**src/rtl/core/assert_macros.svh**
```systemverilog
// assertion macros used by the rtl top level
// no dependencies
`ifndef ASSERT_MACROS_SVH
`define ASSERT_MACROS_SVH

// same-cycle implication
`define ASSERT_IMPLY(name, clk, rst_n, pre, post) \
  name: assert property (@(posedge clk) disable iff (!rst_n) (pre) |-> (post)) \
    else $error("assertion name failed");

// next-cycle implication
`define ASSERT_NEXT(name, clk, rst_n, pre, post) \
  name: assert property (@(posedge clk) disable iff (!rst_n) (pre) |=> (post)) \
    else $error("assertion name failed");

`endif

```
**src/rtl/core/s256_pkg.sv**
```systemverilog
// types, constants and round functions of the sha-256 stream hasher
// no dependencies
package s256_pkg;

  typedef struct packed {
    logic [31:0] data_word;
    logic [2:0]  valid_bytes;
    logic        last_word;
  } in_item_t;

  typedef struct packed {
    logic [31:0] digest_word;
    logic [2:0]  word_index;
    logic        last_result;
  } out_item_t;

  typedef struct packed {
    logic [31:0] word;
    logic        last;
    logic        extra;
    logic [63:0] bit_len;
  } q_entry_t;

  localparam logic [31:0] PadMarker = 32'h8000_0000;

  localparam logic [31:0] InitHash [8] = '{
    32'h6a09e667, 32'hbb67ae85, 32'h3c6ef372, 32'ha54ff53a,
    32'h510e527f, 32'h9b05688c, 32'h1f83d9ab, 32'h5be0cd19
  };

  localparam logic [31:0] RoundK [64] = '{
    32'h428a2f98, 32'h71374491, 32'hb5c0fbcf, 32'he9b5dba5,
    32'h3956c25b, 32'h59f111f1, 32'h923f82a4, 32'hab1c5ed5,
    32'hd807aa98, 32'h12835b01, 32'h243185be, 32'h550c7dc3,
    32'h72be5d74, 32'h80deb1fe, 32'h9bdc06a7, 32'hc19bf174,
    32'he49b69c1, 32'hefbe4786, 32'h0fc19dc6, 32'h240ca1cc,
    32'h2de92c6f, 32'h4a7484aa, 32'h5cb0a9dc, 32'h76f988da,
    32'h983e5152, 32'ha831c66d, 32'hb00327c8, 32'hbf597fc7,
    32'hc6e00bf3, 32'hd5a79147, 32'h06ca6351, 32'h14292967,
    32'h27b70a85, 32'h2e1b2138, 32'h4d2c6dfc, 32'h53380d13,
    32'h650a7354, 32'h766a0abb, 32'h81c2c92e, 32'h92722c85,
    32'ha2bfe8a1, 32'ha81a664b, 32'hc24b8b70, 32'hc76c51a3,
    32'hd192e819, 32'hd6990624, 32'hf40e3585, 32'h106aa070,
    32'h19a4c116, 32'h1e376c08, 32'h2748774c, 32'h34b0bcb5,
    32'h391c0cb3, 32'h4ed8aa4a, 32'h5b9cca4f, 32'h682e6ff3,
    32'h748f82ee, 32'h78a5636f, 32'h84c87814, 32'h8cc70208,
    32'h90befffa, 32'ha4506ceb, 32'hbef9a3f7, 32'hc67178f2
  };

  function automatic logic [31:0] big_sigma0(logic [31:0] x);
    return {x[1:0], x[31:2]} ^ {x[12:0], x[31:13]} ^ {x[21:0], x[31:22]};
  endfunction

  function automatic logic [31:0] big_sigma1(logic [31:0] x);
    return {x[5:0], x[31:6]} ^ {x[10:0], x[31:11]} ^ {x[24:0], x[31:25]};
  endfunction

  function automatic logic [31:0] small_sigma0(logic [31:0] x);
    return {x[6:0], x[31:7]} ^ {x[17:0], x[31:18]} ^ {3'b000, x[31:3]};
  endfunction

  function automatic logic [31:0] small_sigma1(logic [31:0] x);
    return {x[16:0], x[31:17]} ^ {x[18:0], x[31:19]} ^ {10'd0, x[31:10]};
  endfunction

endpackage

```
**src/rtl/core/s256_queue.sv**
```systemverilog
// short register queue between the word front end and the hash back end
// depends on s256_pkg
module s256_queue import s256_pkg::*; #(
  parameter int unsigned DEPTH = 2
) (
  input  logic     clk_i,
  input  logic     rst_ni,
  input  logic     push_i,
  input  q_entry_t entry_i,
  input  logic     pop_i,
  output q_entry_t entry_o,
  output logic     full_o,
  output logic     empty_o
);

  localparam int unsigned PW = (DEPTH > 1) ? $clog2(DEPTH) : 1;
  localparam int unsigned CW = $clog2(DEPTH + 1);

  q_entry_t        mem_q [DEPTH];
  logic [PW-1:0]   wr_ptr_q, wr_ptr_d, rd_ptr_q, rd_ptr_d;
  logic [CW-1:0]   cnt_q, cnt_d;
  logic            push_ok, pop_ok;

  assign full_o  = (cnt_q == CW'(DEPTH));
  assign empty_o = (cnt_q == '0);
  assign push_ok = push_i && !full_o;
  assign pop_ok  = pop_i && !empty_o;
  assign entry_o = mem_q[rd_ptr_q];

  always_comb begin
    wr_ptr_d = wr_ptr_q;
    rd_ptr_d = rd_ptr_q;
    if (push_ok) begin
      wr_ptr_d = (wr_ptr_q == PW'(DEPTH - 1)) ? '0 : wr_ptr_q + PW'(1);
    end
    if (pop_ok) begin
      rd_ptr_d = (rd_ptr_q == PW'(DEPTH - 1)) ? '0 : rd_ptr_q + PW'(1);
    end
    cnt_d = cnt_q + CW'(push_ok) - CW'(pop_ok);
  end

  always_ff @(posedge clk_i) begin
    if (push_ok) begin
      mem_q[wr_ptr_q] <= entry_i;
    end
  end

  always_ff @(posedge clk_i or negedge rst_ni) begin
    if (!rst_ni) begin
      wr_ptr_q <= '0;
      rd_ptr_q <= '0;
      cnt_q    <= '0;
    end else begin
      wr_ptr_q <= wr_ptr_d;
      rd_ptr_q <= rd_ptr_d;
      cnt_q    <= cnt_d;
    end
  end

endmodule

```
**src/rtl/core/s256_front.sv**
```systemverilog
// input front end: byte counting, last word masking and marker insertion
// depends on s256_pkg
module s256_front import s256_pkg::*; (
  input  logic     clk_i,
  input  logic     rst_ni,
  input  logic     in_valid_i,
  output logic     in_stall_o,
  input  in_item_t in_item_i,
  input  logic     q_full_i,
  output logic     q_push_o,
  output q_entry_t q_entry_o
);

  logic [60:0] bytes_q, bytes_d, bytes_sum;
  logic [2:0]  vb_sat;
  logic [4:0]  shamt;
  logic        accept;

  assign accept     = in_valid_i && !q_full_i;
  assign in_stall_o = q_full_i;
  assign q_push_o   = accept;

  always_comb begin
    if (!in_item_i.last_word || (in_item_i.valid_bytes > 3'd4)) begin
      vb_sat = 3'd4;
    end else begin
      vb_sat = in_item_i.valid_bytes;
    end
    shamt     = {vb_sat[1:0], 3'b000};
    bytes_sum = bytes_q + 61'(vb_sat);

    q_entry_o.last    = in_item_i.last_word;
    q_entry_o.extra   = in_item_i.last_word && (vb_sat == 3'd4);
    q_entry_o.bit_len = {bytes_sum, 3'b000};
    if (in_item_i.last_word && (vb_sat != 3'd4)) begin
      q_entry_o.word = (in_item_i.data_word & ~(32'hffff_ffff >> shamt))
                     | (PadMarker >> shamt);
    end else begin
      q_entry_o.word = in_item_i.data_word;
    end

    bytes_d = bytes_q;
    if (accept) begin
      bytes_d = in_item_i.last_word ? '0 : bytes_sum;
    end
  end

  always_ff @(posedge clk_i or negedge rst_ni) begin
    if (!rst_ni) begin
      bytes_q <= '0;
    end else begin
      bytes_q <= bytes_d;
    end
  end

endmodule

```
**src/rtl/core/s256_back.sv**
```systemverilog
// hash back end: block window, padding sequencer, one-round-per-cycle
// compression and digest output; depends on s256_pkg
module s256_back import s256_pkg::*; (
  input  logic      clk_i,
  input  logic      rst_ni,
  input  logic      q_empty_i,
  input  q_entry_t  q_entry_i,
  output logic      q_pop_o,
  output logic      out_valid_o,
  input  logic      out_stall_i,
  output out_item_t out_item_o
);

  localparam logic [2:0] ST_FILL  = 3'd0;
  localparam logic [2:0] ST_PAD80 = 3'd1;
  localparam logic [2:0] ST_ZERO  = 3'd2;
  localparam logic [2:0] ST_LENHI = 3'd3;
  localparam logic [2:0] ST_LENLO = 3'd4;
  localparam logic [2:0] ST_COMP  = 3'd5;
  localparam logic [2:0] ST_OUT   = 3'd6;

  logic [2:0]  state_q, state_d, ret_q, ret_d;
  logic [3:0]  fill_q, fill_d;
  logic [6:0]  rnd_q, rnd_d;
  logic [2:0]  idx_q, idx_d;
  logic [63:0] len_q, len_d;
  logic [31:0] win_q [16];
  logic [31:0] win_d [16];
  logic [31:0] work_q [8];
  logic [31:0] work_d [8];
  logic [31:0] chain_q [8];
  logic [31:0] chain_d [8];

  logic        push_en;
  logic [31:0] push_word;
  logic [2:0]  push_next;
  logic [31:0] t1, t2, w_new;

  assign out_valid_o            = (state_q == ST_OUT);
  assign out_item_o.digest_word = chain_q[idx_q];
  assign out_item_o.word_index  = idx_q;
  assign out_item_o.last_result = (idx_q == 3'd7);

  always_comb begin
    state_d   = state_q;
    ret_d     = ret_q;
    fill_d    = fill_q;
    rnd_d     = rnd_q;
    idx_d     = idx_q;
    len_d     = len_q;
    win_d     = win_q;
    work_d    = work_q;
    chain_d   = chain_q;
    q_pop_o   = 1'b0;
    push_en   = 1'b0;
    push_word = '0;
    push_next = state_q;

    t1 = work_q[7] + big_sigma1(work_q[4])
       + ((work_q[4] & work_q[5]) ^ (~work_q[4] & work_q[6]))
       + RoundK[rnd_q[5:0]] + win_q[0];
    t2 = big_sigma0(work_q[0])
       + ((work_q[0] & work_q[1]) ^ (work_q[0] & work_q[2]) ^ (work_q[1] & work_q[2]));
    w_new = small_sigma1(win_q[14]) + win_q[9] + small_sigma0(win_q[1]) + win_q[0];

    case (state_q)
      ST_FILL: begin
        if (!q_empty_i) begin
          q_pop_o   = 1'b1;
          push_en   = 1'b1;
          push_word = q_entry_i.word;
          if (!q_entry_i.last) begin
            push_next = ST_FILL;
          end else begin
            len_d     = q_entry_i.bit_len;
            push_next = q_entry_i.extra ? ST_PAD80 : ST_ZERO;
          end
        end
      end
      ST_PAD80: begin
        push_en   = 1'b1;
        push_word = PadMarker;
        push_next = ST_ZERO;
      end
      ST_ZERO: begin
        if (fill_q != 4'd14) begin
          push_en   = 1'b1;
          push_next = ST_ZERO;
        end else begin
          state_d = ST_LENHI;
        end
      end
      ST_LENHI: begin
        push_en   = 1'b1;
        push_word = len_q[63:32];
        push_next = ST_LENLO;
      end
      ST_LENLO: begin
        push_en   = 1'b1;
        push_word = len_q[31:0];
        push_next = ST_OUT;
      end
      ST_COMP: begin
        if (!rnd_q[6]) begin
          for (int i = 7; i > 0; i--) begin
            work_d[i] = work_q[i-1];
          end
          work_d[4] = work_q[3] + t1;
          work_d[0] = t1 + t2;
          for (int i = 0; i < 15; i++) begin
            win_d[i] = win_q[i+1];
          end
          win_d[15] = w_new;
          rnd_d     = rnd_q + 7'd1;
        end else begin
          for (int i = 0; i < 8; i++) begin
            chain_d[i] = chain_q[i] + work_q[i];
          end
          state_d = ret_q;
        end
      end
      ST_OUT: begin
        if (!out_stall_i) begin
          idx_d = idx_q + 3'd1;
          if (idx_q == 3'd7) begin
            chain_d = InitHash;
            state_d = ST_FILL;
          end
        end
      end
      default: begin
        state_d = ST_FILL;
      end
    endcase

    if (push_en) begin
      for (int i = 0; i < 15; i++) begin
        win_d[i] = win_q[i+1];
      end
      win_d[15] = push_word;
      fill_d    = fill_q + 4'd1;
      if (fill_q == 4'd15) begin
        state_d = ST_COMP;
        ret_d   = push_next;
        rnd_d   = '0;
        work_d  = chain_q;
      end else begin
        state_d = push_next;
      end
    end
  end

  always_ff @(posedge clk_i) begin
    win_q  <= win_d;
    work_q <= work_d;
    len_q  <= len_d;
  end

  always_ff @(posedge clk_i or negedge rst_ni) begin
    if (!rst_ni) begin
      state_q <= ST_FILL;
      ret_q   <= ST_FILL;
      fill_q  <= '0;
      rnd_q   <= '0;
      idx_q   <= '0;
      chain_q <= InitHash;
    end else begin
      state_q <= state_d;
      ret_q   <= ret_d;
      fill_q  <= fill_d;
      rnd_q   <= rnd_d;
      idx_q   <= idx_d;
      chain_q <= chain_d;
    end
  end

endmodule

```
**src/rtl/core/sha256_stream_hasher.sv**
```systemverilog
// sha-256 stream hasher top: front end, word queue and hash back end
// each word popped from the queue shifts into the 16-word window; a full block
// then takes 64 rounds plus a fold into the chaining hash, and words wait in the
// queue while the back end compresses
// a last word gives its digest once the padded block is compressed, after a second
// block when the length spills over; reset loads the initial hash at once
`include "assert_macros.svh"

module sha256_stream_hasher import s256_pkg::*; #(
  parameter int unsigned QUEUE_DEPTH = 2
) (
  input  logic      clk_i,
  input  logic      rst_ni,
  input  logic      in_valid_i,
  output logic      in_stall_o,
  input  in_item_t  in_item_i,
  output logic      out_valid_o,
  input  logic      out_stall_i,
  output out_item_t out_item_o
);

  logic     q_push, q_pop, q_full, q_empty;
  q_entry_t q_wr_entry, q_rd_entry;
  logic     digest_done;

  s256_front u_front (
    .clk_i      (clk_i),
    .rst_ni     (rst_ni),
    .in_valid_i (in_valid_i),
    .in_stall_o (in_stall_o),
    .in_item_i  (in_item_i),
    .q_full_i   (q_full),
    .q_push_o   (q_push),
    .q_entry_o  (q_wr_entry)
  );

  s256_queue #(
    .DEPTH (QUEUE_DEPTH)
  ) u_queue (
    .clk_i   (clk_i),
    .rst_ni  (rst_ni),
    .push_i  (q_push),
    .entry_i (q_wr_entry),
    .pop_i   (q_pop),
    .entry_o (q_rd_entry),
    .full_o  (q_full),
    .empty_o (q_empty)
  );

  s256_back u_back (
    .clk_i       (clk_i),
    .rst_ni      (rst_ni),
    .q_empty_i   (q_empty),
    .q_entry_i   (q_rd_entry),
    .q_pop_o     (q_pop),
    .out_valid_o (out_valid_o),
    .out_stall_i (out_stall_i),
    .out_item_o  (out_item_o)
  );

  assign digest_done = out_valid_o && !out_stall_i && out_item_o.last_result;

  `ASSERT_IMPLY(a_pop_needs_word, clk_i, rst_ni, q_pop, !q_empty)
  `ASSERT_IMPLY(a_no_pop_while_output, clk_i, rst_ni, out_valid_o, !q_pop)
  `ASSERT_NEXT(a_digest_ends, clk_i, rst_ni, digest_done, !out_valid_o)

endmodule

```
**config.mk**
```make
export PLATFORM = sky130hd
export DESIGN_NAME = sha256_stream_hasher
export DESIGN_NICKNAME = d
export VERILOG_FILES = /design/src/rtl/core/s256_pkg.sv /design/src/rtl/core/s256_queue.sv /design/src/rtl/core/s256_front.sv /design/src/rtl/core/s256_back.sv /design/src/rtl/core/sha256_stream_hasher.sv
export VERILOG_INCLUDE_DIRS = /design/src /design/src/rtl/core
export SDC_FILE = /design/constraint.sdc
export NUM_CORES = 2
export LEC_CHECK = 0
export ABC_CLOCK_PERIOD_IN_PS = 27800
export BUFFER_PORTS_ARGS = -buffer_cell sky130_fd_sc_hd__buf_4
export CELL_PAD_IN_SITES_DETAIL_PLACEMENT = 0
export CELL_PAD_IN_SITES_GLOBAL_PLACEMENT = 1
export CORE_MARGIN = 2
export CORE_UTILIZATION = 55
export CTS_CLUSTER_DIAMETER = 150
export CTS_CLUSTER_SIZE = 20
export DETAILED_ROUTE_END_ITERATION = 10
export MAX_ROUTING_LAYER = met4
export PLACE_DENSITY = 0.93
export SETUP_SLACK_MARGIN = 0.02
export SLEW_MARGIN = 30
export SYNTH_ARGS = -nofsm -noshare
export SYNTH_HDL_FRONTEND = slang
export SYNTH_SLANG_ARGS = --single-unit
```
**constraint.sdc**
```tcl
create_clock -name clk_i -period 27.8 [get_ports clk_i]
set_input_delay 4.17 -clock clk_i [delete_from_list [all_inputs] [get_ports clk_i]]
set_output_delay 4.17 -clock clk_i [all_outputs]
set_load 0.01 [all_outputs]
```
==> summary.txt <==
outcome - complete, no violations
Crit Path Class - reg2reg
number of synthesized register bits - 1360
worst slew pin tran - 995 ps
cell area after layout - 0.0830 sq mm
endpoint type of the worst setup path - flop
Yosys cell types - 97
DRC Markers - 0
Layout Cells excl Fill - 9277
Leak - 34.7 nW
post-synthesis average cell area - 10.5 sq um
final hold vios - 0
Port-buffer cells - 77
maxcap violations - 0
simple-gate portion of the synthesized area - 11.5%
Post-CTS Hold Fix Bufs - 0
WP data required - 28410 ps
final count of pins violating max slew - 0
GPL Wtd Cong - 1.00
DRT antenna net count - 0
largest family of logic cells by synthesized area - compound AO/OA/AOI/OAI gates
starting density of the core - 55.3%
Core Region - 0.141 sq mm
GR Util All Layers - 34.0%
# placed instances - 9140
fin crit share - 38.9%
Avg WL per Cell - 26.1 microns
number of gates resized after CTS - 0
chip height - 381 microns
first-pass GRT wire length - 361 mm
Tmin final - 10800 ps
Yosys warnings - 0
CP peak stage delay - 700 ps
Post-synth EDFFs - 763
unrepaired setup endpoints after global routing - no
initial DRC count - 6524
number of global-route vias before repair - 56700
placed cell area - 0.0806 sq mm
DR pass1 iterations - 9
worst hold slack - 401 ps
mux contribution to synthesized area - 4.37%
Max Freq - 92.6 MHz
Post-synth ARST share - 25.1%
xor/xnor share of the synthesized area - 7.07%
Tightest Hold Check Type - reg2reg
Post-Synth Adder-Cell Area - 11.8%
largest net degree at the start of global routing - 178
Synth Area in Compound Gates - 15.0%
Area Overhead vs Synth - 6.01%
clk buf depth - 3
clk root buf - clkbuf_16
vias - 58200
vias per cell - 6.28
Layout Skew - 69.8 ps
Crit-path slowest cell - dfrtp_1
Peak VDD IR - 0.0713 mV
CTS tree - yes
htree depth - 3
CTS buffer count - 77
setup repair bufs after CTS - 0
DPL Wire Length - 177 mm
initial antenna violation count - 4
Seq/Total Area, Yosys - 46.9%
Final #Nets - 7969
FP Rows - 138
clock sink count - 1360
prevailing post-synth register cell - edfxtp_1
PD cells - 43.5 mW/mm^2
Top cell by count, worst path - o21ai_0
clk_lat worst skew - 770 ps
Worst setup SP type - flop
CTS clk-pin slew, worst paths - 100 ps
Gate Count Post-Synth - 7461
Setup-failing EPs final - 0
mapped cell area - 0.0783 sq mm
Mapped Nets - 8100
crit-path max FO - 16
die area - 0.145 sq mm
grt ovf - 0
Fin Setup TNS - 0 ps
Slew headroom - 33.7%
Horiz. Die Dim - 381 microns
fraction of layout cells with a size suffix above 1 - 9.02%
data arrival time of the worst path - 11420 ps
top-level port count - 78
drt total wl - 242 mm
Power, Total - 3.61 mW
routing by layer:
metal	routed length [microns]	part of all wire [%]	up-vias	track usage, %
li1	-	-	26400	-
met1	94200	39	28700	42.0
met2	115000	47	2582	53.8
met3	17600	7.3	567	5.23
met4	15600	6.4	0	18.4
met5	0	0	-	-
synth_stat cells (all sizes together), types with 50 or more instances:
cell,instances,area (sq um)
xnor2,409,3580
xor2,220,1930
o31ai,56,420
dfxtp,256,5120
o21a,53,398
nand3,99,500
a211oi,50,385
dfrtp,205,5130
nand2,854,3210
and3,55,344
mux2,128,1440
dfstp,136,3570
nand2b,70,438
nor2,633,2380
nor3,86,430
o21ai,430,2160
edfxtp,763,22900
fa,196,3920
mux4,68,1530
nor2b,79,494
a21oi,514,2570
ha,403,5040
a21o,175,1320
inv,303,1140
a31oi,270,1690
clkbuf,339,1270
layout make-up:
class,count,area (sq um)
inverter,305,1140
timing repair buffer,167,1350
sequential,1360,36800
tap,1890,2360
antenna,4,10.0
clock buffer,125,2110
fill,11600,58500
clock inverter,7,169
multi-input combinational,5419,39100
through the flow:
step,util [%],worst slack (ps)
2_1_floorplan,-,14290
3_3_place_gp,57.0,17410
3_5_place_dp,57.0,17280
4_1_cts,58.6,17240
5_1_grt,58.7,16340
6_report,58.7,17000
path summary, 6_finish.rpt:
| kind | start | endpoint | slack [ps] | cells past startpoint |
|---|---|---|---|---|
| hold reg to reg | u_back.win_q[446] | u_back.win_q[478] | 400 | 0 |
| max in group asynchronous | rst_ni | u_back.chain_q[117] | 22230 | 3 |
| setup / recovery | u_back.rnd_q[1] | u_back.work_q[255] | 17000 | 36 |
| hold / removal | u_back.win_q[446] | u_back.win_q[478] | 400 | 0 |
| setup reg to reg | u_back.rnd_q[1] | u_back.work_q[255] | 17000 | 36 |
| min in group asynchronous | rst_ni | u_back.chain_q[198] | 3430 | 1 |
cells in the final DEF, fill, tap and decap left out, types with 136 or more instances in the layout:
master,count
nand2_1,849
edfxtp_1,763
nor2_1,624
a21oi_1,514
o21ai_0,420
xnor2_1,409
ha_1,403
inv_1,302
a31oi_1,270
dfxtp_1,256
xor2_1,220
dfrtp_1,198
fa_1,196
a21o_1,174
buf_4,152
dfstp_2,136
logic make-up after synthesis:
logic type / after synthesis
buffers and inverters: 682
AOI/OAI and AO/OA: 1869
adders and majority gates: 625
xor gates and xnor gates: 630
DFF: 1360
muxes: 241
and+or+nand+nor: 2054
power breakdown:
part	total, mW	switching, mW	internal [mW]	leakage [nW]
clock network	1.23	0.699	0.533	1.08
registers	2.22	0.0202	2.20	14.1
logic	0.153	0.107	0.0453	19.5
total	3.61	0.827	2.78	34.7
flip-flops by register name, indices dropped and copies added, names as in the netlist, 2 cells and up:
name             flops
u_back.win_q       512
u_back.chain_q     256
u_back.work_q      256
u_queue.mem_q      190
u_back.len_q        61
u_front.bytes_q     61
u_back.rnd_q         7
u_back.fill_q        4
u_back.idx_q         3
u_back.ret_q         3
u_back.state_q       3
u_queue.cnt_q        2
critical path: cells and delay by family, from the launching register on:
kind	cells	cell delay, ps
buffers and inverters	3	620
AND/OR/NAND/NOR	6	920
flip-flops	1	700
adder cells (fa/ha/maj)	8	3530
XOR/XNOR	2	590
AO/OA/AOI/OAI	17	4300
No activity file was read; power rests on OpenSTA's default activity.
